--- src/rtl/pcmdm_pkg.sv ---
package pcmdm_pkg;

    // WAV format tags that the block understands.
    localparam logic [15:0] FMT_PCM        = 16'h0001;
    localparam logic [15:0] FMT_FLOAT      = 16'h0003;
    localparam logic [15:0] FMT_EXTENSIBLE = 16'hFFFE;

    // Supported sample widths in bits.
    localparam logic [15:0] BITS_8  = 16'd8;
    localparam logic [15:0] BITS_16 = 16'd16;
    localparam logic [15:0] BITS_24 = 16'd24;
    localparam logic [15:0] BITS_32 = 16'd32;

    // Register reset values.
    localparam logic [15:0] RST_FORMAT_CODE   = FMT_PCM;
    localparam logic [15:0] RST_SAMPLE_BITS   = BITS_16;
    localparam logic [3:0]  RST_CHANNEL_COUNT = 4'd2;

    // IEEE single exponent landmarks for the conversion to Q1.31.
    localparam logic [7:0] EXP_SPECIAL = 8'hFF;  // infinity or NaN
    localparam logic [7:0] EXP_SAT     = 8'd127; // magnitude of 1.0 or more
    localparam logic [7:0] EXP_TOP     = 8'd126; // largest exponent that shifts in range
    localparam logic [7:0] EXP_MIN     = 8'd96;  // below this the result truncates to zero

    localparam logic [32:0] Q31_POS_SAT = 33'h0_7FFF_FFFF;
    localparam logic [32:0] Q31_NEG_MAG = 33'h0_8000_0000;

    // Register map: register i sits at byte address 4*i.
    localparam int unsigned PADDR_W = 4;

    typedef enum logic [1:0] {
        REG_FORMAT_CODE   = 2'd0,
        REG_SAMPLE_BITS   = 2'd1,
        REG_CHANNEL_COUNT = 2'd2
    } t_reg_idx;

endpackage

--- src/rtl/pcm_sample_downmix_to_mono.sv ---
// PCM downmix to mono. Each input word is one channel sample of an interleaved
// frame, right-aligned in i_raw_sample. It is converted to signed Q1.31 according
// to the format registers (8-bit unsigned, 16/24/32-bit signed integer PCM, or
// 32-bit IEEE float truncated toward zero and saturated) and added to a running
// frame sum. The word that completes a frame produces one output word: the frame
// sum divided by the channel count, truncated toward zero, plus an error flag
// that is set when any sample of the frame had an unsupported format or width,
// or when the channel count is zero or larger than MAX_CHANNELS. An error frame
// always reports a sample of zero. Accumulation, negation and the divide steps
// run through one shared adder under a small sequencer, and the block takes one
// input word at a time. A word that does not end a frame passes through accept,
// convert and accumulate before the next word is taken. A word that ends a frame
// adds the restoring divide, one quotient bit per cycle on the shared adder over
// all SUM_W bits of the frame sum, with a magnitude step before it and the sign
// handling and the output load after it. A frame that ends with its error flag
// set skips the divide and the sign handling and goes to the output load. The
// output load waits only while the previous result is still unread. The
// finished word sits in an output register, so the next input word is taken
// while the previous result still waits downstream. Registers are written
// through the APB port and are expected to change only while the block is idle.
module pcm_sample_downmix_to_mono #(
    parameter int unsigned MAX_CHANNELS = 8
) (
    input  logic                              i_clk,
    input  logic                              i_rst_n,

    // Input sample channel.
    input  logic                              i_valid,
    output logic                              o_ready,
    input  logic [31:0]                       i_raw_sample,

    // Output mono channel.
    output logic                              o_valid,
    input  logic                              i_ready,
    output logic signed [31:0]                o_mono_sample,
    output logic                              o_format_error,

    // Configuration port.
    input  logic                              i_psel,
    input  logic                              i_penable,
    input  logic                              i_pwrite,
    input  logic [pcmdm_pkg::PADDR_W-1:0]     i_paddr,
    input  logic [31:0]                       i_pwdata,
    output logic [31:0]                       o_prdata,
    output logic                              o_pready
);

    // Channel counter width: it must hold MAX_CHANNELS itself.
    localparam int unsigned IDX_W = $clog2(MAX_CHANNELS + 1);
    // Frame sum width: one 32-bit sample plus growth over a full frame, plus sign.
    localparam int unsigned SUM_W = 33 + $clog2(MAX_CHANNELS);
    localparam int unsigned CNT_W = $clog2(SUM_W);

    typedef enum logic [2:0] {
        S_IDLE,
        S_CONV,
        S_ACC,
        S_ABS,
        S_DIV,
        S_SIGN,
        S_DONE
    } t_state;

    // Configuration registers.
    logic [15:0]      r_format_code;
    logic [15:0]      r_sample_bits;
    logic [3:0]       r_channel_count;

    // Sequencer and datapath registers.
    t_state           r_state, n_state;
    logic [31:0]      r_raw, n_raw;
    logic [32:0]      r_opnd, n_opnd;   // converted sample or its magnitude
    logic             r_opsub, n_opsub; // subtract r_opnd instead of adding it
    logic             r_cerr, n_cerr;   // conversion error of the current word
    logic [IDX_W-1:0] r_chan_idx, n_chan_idx;
    logic [SUM_W-1:0] r_sum, n_sum;     // frame sum, then divide shift register
    logic             r_frame_err, n_frame_err;
    logic             r_neg, n_neg;
    logic [IDX_W-1:0] r_div, n_div;
    logic [IDX_W-1:0] r_rem, n_rem;
    logic [CNT_W-1:0] r_step, n_step;
    logic             r_out_valid, n_out_valid;
    logic [31:0]      r_mono, n_mono;
    logic             r_out_err, n_out_err;

    // The one shared adder: a + b + carry-in.
    logic [SUM_W-1:0] alu_a, alu_b, alu_y;
    logic             alu_cin;

    assign alu_y = alu_a + alu_b + SUM_W'(alu_cin);

    // Frame length from the channel count, with the two error cases.
    logic             w_len_err;
    logic [IDX_W-1:0] w_len;

    always_comb begin
        if (r_channel_count == 4'd0) begin
            w_len_err = 1'b1;
            w_len     = IDX_W'(1);
        end else if (int'(r_channel_count) > int'(MAX_CHANNELS)) begin
            w_len_err = 1'b1;
            w_len     = IDX_W'(MAX_CHANNELS);
        end else begin
            w_len_err = 1'b0;
            w_len     = IDX_W'(r_channel_count);
        end
    end

    // Sample conversion, with one right shifter for the float path.
    logic        w_f_neg;
    logic [7:0]  w_f_exp;
    logic [23:0] w_f_man;
    logic [4:0]  w_f_shamt;
    logic [30:0] w_f_mag;
    logic [32:0] w_cv_opnd;
    logic        w_cv_sub;
    logic        w_cv_err;
    logic        w_is_int;

    assign w_f_neg   = r_raw[31];
    assign w_f_exp   = r_raw[30:23];
    assign w_f_man   = {1'b1, r_raw[22:0]};
    assign w_f_shamt = 5'(pcmdm_pkg::EXP_TOP - w_f_exp);
    assign w_f_mag   = {w_f_man, 7'b0} >> w_f_shamt;
    assign w_is_int  = (r_format_code == pcmdm_pkg::FMT_PCM)
                    || (r_format_code == pcmdm_pkg::FMT_EXTENSIBLE);

    always_comb begin
        w_cv_opnd = '0;
        w_cv_sub  = 1'b0;
        w_cv_err  = 1'b0;
        if ((r_format_code == pcmdm_pkg::FMT_FLOAT) && (r_sample_bits == pcmdm_pkg::BITS_32)) begin
            priority if (w_f_exp == pcmdm_pkg::EXP_SPECIAL && r_raw[22:0] != 23'd0) begin
                w_cv_opnd = '0; // NaN reads as zero
            end else if (w_f_exp >= pcmdm_pkg::EXP_SAT) begin
                // Infinity or a magnitude of at least 1.0 saturates.
                w_cv_opnd = w_f_neg ? pcmdm_pkg::Q31_NEG_MAG : pcmdm_pkg::Q31_POS_SAT;
                w_cv_sub  = w_f_neg;
            end else if (w_f_exp >= pcmdm_pkg::EXP_MIN) begin
                w_cv_opnd = 33'(w_f_mag);
                w_cv_sub  = w_f_neg;
            end else begin
                w_cv_opnd = '0; // too small, or zero and denormals
            end
        end else if (w_is_int && r_sample_bits == pcmdm_pkg::BITS_8) begin
            w_cv_opnd = {~r_raw[7], ~r_raw[7], r_raw[6:0], 24'b0};
        end else if (w_is_int && r_sample_bits == pcmdm_pkg::BITS_16) begin
            w_cv_opnd = {r_raw[15], r_raw[15:0], 16'b0};
        end else if (w_is_int && r_sample_bits == pcmdm_pkg::BITS_24) begin
            w_cv_opnd = {r_raw[23], r_raw[23:0], 8'b0};
        end else if (w_is_int && r_sample_bits == pcmdm_pkg::BITS_32) begin
            w_cv_opnd = {r_raw[31], r_raw};
        end else begin
            w_cv_err = 1'b1;
        end
    end

    // Divide step helpers: the partial remainder with the next dividend bit.
    logic [IDX_W:0]   w_shifted;
    logic             w_acc_end;
    logic [IDX_W:0]   w_idx_inc;

    assign w_shifted = {r_rem, r_sum[SUM_W-1]};
    assign w_idx_inc = {1'b0, r_chan_idx} + (IDX_W+1)'(1);
    assign w_acc_end = w_idx_inc >= {1'b0, w_len};

    assign o_ready = (r_state == S_IDLE);

    // Sequencer.
    always_comb begin
        n_state     = r_state;
        n_raw       = r_raw;
        n_opnd      = r_opnd;
        n_opsub     = r_opsub;
        n_cerr      = r_cerr;
        n_chan_idx  = r_chan_idx;
        n_sum       = r_sum;
        n_frame_err = r_frame_err;
        n_neg       = r_neg;
        n_div       = r_div;
        n_rem       = r_rem;
        n_step      = r_step;
        n_out_valid = r_out_valid && !i_ready;
        n_mono      = r_mono;
        n_out_err   = r_out_err;
        alu_a       = '0;
        alu_b       = '0;
        alu_cin     = 1'b0;

        unique case (r_state)
            S_IDLE: begin
                if (i_valid) begin
                    n_raw   = i_raw_sample;
                    n_state = S_CONV;
                end
            end
            S_CONV: begin
                n_opnd  = w_cv_opnd;
                n_opsub = w_cv_sub;
                n_cerr  = w_cv_err;
                n_state = S_ACC;
            end
            S_ACC: begin
                // Add or subtract the converted sample into the frame sum.
                alu_a   = r_sum;
                alu_b   = r_opsub ? ~SUM_W'(signed'(r_opnd)) : SUM_W'(signed'(r_opnd));
                alu_cin = r_opsub;
                n_sum   = alu_y;
                n_frame_err = r_frame_err || r_cerr || w_len_err;
                if (w_acc_end) begin
                    n_div  = w_len;
                    n_neg  = alu_y[SUM_W-1];
                    n_rem  = '0;
                    n_step = '0;
                    if (n_frame_err) begin
                        n_sum   = '0;
                        n_state = S_DONE;
                    end else begin
                        n_state = S_ABS;
                    end
                end else begin
                    n_chan_idx = IDX_W'(w_idx_inc);
                    n_state    = S_IDLE;
                end
            end
            S_ABS: begin
                alu_b   = ~r_sum;
                alu_cin = 1'b1;
                if (r_neg) begin
                    n_sum = alu_y;
                end
                n_state = S_DIV;
            end
            S_DIV: begin
                // One restoring divide step: try to subtract the divisor.
                alu_a   = SUM_W'(w_shifted);
                alu_b   = ~SUM_W'(r_div);
                alu_cin = 1'b1;
                if (alu_y[SUM_W-1]) begin
                    n_rem = IDX_W'(w_shifted);
                    n_sum = {r_sum[SUM_W-2:0], 1'b0};
                end else begin
                    n_rem = IDX_W'(alu_y);
                    n_sum = {r_sum[SUM_W-2:0], 1'b1};
                end
                n_step = r_step + CNT_W'(1);
                if (r_step == CNT_W'(SUM_W - 1)) begin
                    n_state = S_SIGN;
                end
            end
            S_SIGN: begin
                alu_b   = ~r_sum;
                alu_cin = 1'b1;
                if (r_neg) begin
                    n_sum = alu_y;
                end
                n_state = S_DONE;
            end
            S_DONE: begin
                // Wait here only while the previous word is still unread.
                if (!r_out_valid || i_ready) begin
                    n_out_valid = 1'b1;
                    n_mono      = r_sum[31:0];
                    n_out_err   = r_frame_err;
                    n_sum       = '0;
                    n_frame_err = 1'b0;
                    n_chan_idx  = '0;
                    n_state     = S_IDLE;
                end
            end
            default: begin
                n_state = S_IDLE;
            end
        endcase
    end

    always_ff @(posedge i_clk) begin
        if (!i_rst_n) begin
            r_state     <= S_IDLE;
            r_chan_idx  <= '0;
            r_sum       <= '0;
            r_frame_err <= 1'b0;
            r_out_valid <= 1'b0;
        end else begin
            r_state     <= n_state;
            r_chan_idx  <= n_chan_idx;
            r_sum       <= n_sum;
            r_frame_err <= n_frame_err;
            r_out_valid <= n_out_valid;
        end
        r_raw     <= n_raw;
        r_opnd    <= n_opnd;
        r_opsub   <= n_opsub;
        r_cerr    <= n_cerr;
        r_neg     <= n_neg;
        r_div     <= n_div;
        r_rem     <= n_rem;
        r_step    <= n_step;
        r_mono    <= n_mono;
        r_out_err <= n_out_err;
    end

    assign o_valid        = r_out_valid;
    assign o_mono_sample  = signed'(r_mono);
    assign o_format_error = r_out_err;

    // Configuration registers, written in the APB access phase.
    pcmdm_pkg::t_reg_idx w_reg_idx;
    logic                w_cfg_wr;

    assign w_reg_idx = pcmdm_pkg::t_reg_idx'(i_paddr[3:2]);
    assign w_cfg_wr  = i_psel && i_penable && i_pwrite;
    assign o_pready  = 1'b1;

    always_ff @(posedge i_clk) begin
        if (!i_rst_n) begin
            r_format_code   <= pcmdm_pkg::RST_FORMAT_CODE;
            r_sample_bits   <= pcmdm_pkg::RST_SAMPLE_BITS;
            r_channel_count <= pcmdm_pkg::RST_CHANNEL_COUNT;
        end else if (w_cfg_wr) begin
            unique case (w_reg_idx)
                pcmdm_pkg::REG_FORMAT_CODE:   r_format_code   <= i_pwdata[15:0];
                pcmdm_pkg::REG_SAMPLE_BITS:   r_sample_bits   <= i_pwdata[15:0];
                pcmdm_pkg::REG_CHANNEL_COUNT: r_channel_count <= i_pwdata[3:0];
                default: begin
                end
            endcase
        end
    end

    always_comb begin
        unique case (w_reg_idx)
            pcmdm_pkg::REG_FORMAT_CODE:   o_prdata = {16'b0, r_format_code};
            pcmdm_pkg::REG_SAMPLE_BITS:   o_prdata = {16'b0, r_sample_bits};
            pcmdm_pkg::REG_CHANNEL_COUNT: o_prdata = {28'b0, r_channel_count};
            default:                      o_prdata = '0;
        endcase
    end

    // The channel position never reaches MAX_CHANNELS between words.
    a_idx_range: assert property (@(posedge i_clk) disable iff (!i_rst_n)
        r_chan_idx < IDX_W'(MAX_CHANNELS))
        else $error("channel index out of range");

    // An error frame always reports a zero sample.
    a_err_zero: assert property (@(posedge i_clk) disable iff (!i_rst_n)
        (r_out_valid && r_out_err) |-> (r_mono == 32'd0))
        else $error("error frame with nonzero sample");

    // The partial remainder stays below the divisor throughout the divide.
    a_rem_bound: assert property (@(posedge i_clk) disable iff (!i_rst_n)
        (r_state == S_DIV) |-> (r_rem < r_div))
        else $error("divide remainder out of range");

    // An accepted word always moves on to conversion in the next cycle.
    a_accept_conv: assert property (@(posedge i_clk) disable iff (!i_rst_n)
        (i_valid && o_ready) |=> (r_state == S_CONV))
        else $error("accepted word not converted");

endmodule
--- config.mk ---
export PLATFORM = sky130hd
export DESIGN_NAME = pcm_sample_downmix_to_mono
export DESIGN_NICKNAME = d
export VERILOG_FILES = /design/src/rtl/pcmdm_pkg.sv /design/src/rtl/pcm_sample_downmix_to_mono.sv
export SDC_FILE = /design/constraint.sdc
export NUM_CORES = 1
export LEC_CHECK = 0
export ABC_AREA = 1
export CORE_MARGIN = 2
export CORE_UTILIZATION = 59
export CTS_CLUSTER_DIAMETER = 200
export CTS_CLUSTER_SIZE = 16
export DETAILED_ROUTE_END_ITERATION = 10
export DONT_BUFFER_PORTS = 1
export PLACE_DENSITY = 0.81
export SYNTH_ARGS = -nofsm -noshare
export SYNTH_HDL_FRONTEND = slang
export SYNTH_SLANG_ARGS = --single-unit
export TNS_END_PERCENT = 1
--- constraint.sdc ---
create_clock -name i_clk -period 3 [get_ports i_clk]
set_clock_uncertainty 0.1 [all_clocks]
set_input_delay 0.3 -clock i_clk [delete_from_list [all_inputs] [get_ports i_clk]]
set_output_delay 0.3 -clock i_clk [all_outputs]
set_load 0.01 [all_outputs]
==> impl_metrics.tcl <==
set metrics [dict create \
    drt_iter0_drc 1346 \
    synth_area_mm2 0.0138 \
    power_leakage_nw 7.62 \
    gp_congestion 0.979 \
    finalSetupViolCount 10 \
    grt_pass1_vias 13000 \
    route.detailed.drc 0 \
    cpMostUsedCell "buf_4" \
    worst_pin_slew_ns 0.836 \
    slowest_stage "edfxtp_1" \
    antenna_found_initial 0 \
    yosysSeqAreaShare_pct 36.7 \
    cts_made_buffers 17 \
    grt_util_all_layers_pct 34.9 \
    ys_seq_elements 196 \
    num-fill-cells 1930 \
    grt_overflow 0 \
    initial_core_util_pct 59.4 \
    cts_buffer_depth 2 \
    setup_slack_ns -0.101 \
    slew_viol_final 0 \
    ios 143 \
    dpl.cell_count 2384 \
    routed_wl_um 42600 \
    num_rows 56 \
    synth_edf_count 115 \
    synthArstFlopShare_pct 0 \
    diodes 0 \
    violations "negative setup slack" \
    most-common-layout-cells "nand2_1, inv_1, o21ai_0" \
    outcome "finished with violations" \
    grt_max_degree 76 \
    hold_viol_final 0 \
    slowest_delay_ns 0.45 \
    die_y_um 157 \
    final_util_pct 71.3 \
    maxCapViolCount 0 \
    crit_type "reg -> reg" \
    core_area_mm2 0.0233 \
    vias 14000 \
    drive_above_1_share_pct 14.1 \
    synth.distinct_cells 47 \
    die_w_um 157 \
    syn_area_per_cell_um2 6.93 \
    powerDensity_mw_per_mm2 904 \
    crit_path_end_kind "flop" \
    area_growth_pct 19.9 \
    wl_per_cell_um 17.2 \
    crit_required_ns 3.24 \
    synthTopCellsByArea "edfxtp_1, nand2_1, dfxtp_1, inv_1, o21ai_0" \
    ir_worst_vdd_mv 0.512 \
    cts_root_buf "clkbuf_16" \
    hpwlAfterDp_um 31100 \
    htreeDepth 4 \
    synthFlopType "edfxtp_1" \
    path_cells "buf_6 -> buf_4 -> xnor2_1 -> o221ai_1 -> ha_1 -> buf_4 -> nand2_1 -> inv_1 -> a21oi_1 -> nand3_2 -> nand2_1 -> nand2_2 -> buf_4 -> or2_2 -> nand3_1 -> a21oi_1" \
    first_pass_iters 9 \
    period_minus_slack_ns 3.10 \
    cts_tree "done" \
    insertion_delay_ns 0.47 \
    arrival_ns 3.34 \
    netlist_instances 1994 \
    path_max_fanout 17 \
    synth_top_area_cell "edfxtp_1" \
    viasPerCell 5.66 \
    timing.final.crit_share_pct 103 \
    cts.clk_slew.worst_paths_ns 0.09 \
    antenna_left 0 \
    rsz0062_at_grt "true" \
    hp-class "in -> reg" \
    dieArea_mm2 0.0247 \
    worst_setup_path_start_kind "flop" \
    clock-sinks 196 \
    instances_no_fill 2478 \
    max_freq_mhz 322 \
    io_buffers 0 \
    grt_pass1_wl_um 67600 \
    power_w 0.0150 \
    synth_top_area_share_pct 25.0 \
    maxSlewHeadroom_pct 44.2 \
    synth_warnings 0 \
    final_nets 2266 \
    final_common_cell "nand2_1" \
]
sequential cells by signal, indices dropped and copies added, names as in the netlist:
register         count
r_opnd              33
r_sum               36
o_valid              1
r_cerr               1
r_format_code       16
r_state              3
r_div                4
r_raw               32
r_step               6
r_frame_err          1
r_sample_bits       16
r_neg                1
r_rem                4
o_mono_sample       32
r_channel_count      4
o_format_error       1
r_opsub              1
r_chan_idx           4
cell families (layout without fill, tap and decap cells):
group / Yosys count / in the layout / synth area share, %
buffers and inverters: 377 / 527 / 11.3
adders and majority gates: 45 / 45 / 4.18
xor gates and xnor gates: 44 / 44 / 2.79
and+or+nand+nor: 873 / 873 / 26.4
AOI/OAI and AO/OA: 450 / 450 / 18.1
other: 2 / 17 / 0.0543
muxes: 7 / 7 / 0.507
DFF: 196 / 196 / 36.7
path summary, 6_finish.rpt:
check	cells past startpoint	endpoint	from	slack, ns
setup / recovery	16	r_sum[14]	r_opsub	-0.10
hold / removal	4	r_state[2]	i_valid	0.003
setup reg to reg	16	r_sum[14]	r_opsub	-0.10
hold reg to reg	2	r_sample_bits[1]	r_sample_bits[1]	0.38
critical path: cells and delay by family, from the launching register on:
kind | cells | cell delay [ns]
buffers and inverters | 5 | 0.72
and+or+nand+nor | 6 | 0.78
AOI/OAI and AO/OA | 3 | 0.40
DFF | 1 | 0.45
adders and majority gates | 1 | 0.35
xor gates and xnor gates | 1 | 0.19
cells in the mapped netlist, types with 15 or more instances:
library cell and instances:
nand2_1 513, inv_1 263, o21ai_0 194, a21oi_1 167
nor2_1 151, nand3_1 130, edfxtp_1 115, dfxtp_1 81
clkbuf_1 48, ha_1 43, o221ai_1 35, xnor2_1 33
buf_4 24, buf_2 22, nand4_1 21, o211ai_1 15
layout make-up:
class	count	area [µm²]	share of cell area [%]
clock buffer	17	425	2.57
sequential	196	5080	30.6
timing repair buffer	220	1880	11.3
clock inverter	15	223	1.34
inverter	275	1040	6.29
multi-input combinational	1436	7530	45.4
tap	319	399	2.41
where the power goes:
part | total [W] | switching [W] | leakage (nW) | internal (W)
combinational | 0.00844 | 0.00516 | 5.57 | 0.00328
sequential | 0.00404 | 0.000477 | 1.74 | 0.00356
clock | 0.00250 | 0.00131 | 0.314 | 0.00119
layer usage:
metal  track usage [%]  part of all wire, %  routed length, µm  up-vias
met5                 0                    0                  0        -
met3              4.30                  6.5               2790      113
met4              15.3                  4.5               1910        0
met1              44.4                   41              17400     6396
met2              59.9                   48              20600      619
li1                  -                    -                  -     6894
metrics by stage:
| step | TNS, ns | cell area (µm²) | hold slack [ns] | worst slack (ns) |
|---|---|---|---|---|
| after global routing | -6.49 | 16600 | 0.0484 | -0.251 |
| after detailed placement | -1.76 | 15100 | 0.299 | -0.158 |
| after global placement | -0.297 | 15100 | 0.293 | -0.0648 |
| final | -0.320 | 16600 | 0.00294 | -0.101 |
| after CTS | -0.112 | 16500 | 0.00304 | -0.0279 |
| after floorplan | -0.0634 | 13900 | 0.299 | -0.0383 |
timing repair:
| action | in CTS | in global routing |
|---|---|---|
| resized for setup | 38 | 24 |
| hold buffers | 50 | 0 |
| pin swaps | 12 | 10 |
| setup endpoints to repair | 28 | 64 |
| gates cloned | 1 | 0 |
| endpoints found under the hold margin | 112 | 0 |
| setup buffers | 8 | 3 |
Note: power is estimated with default switching activity, not from simulation.
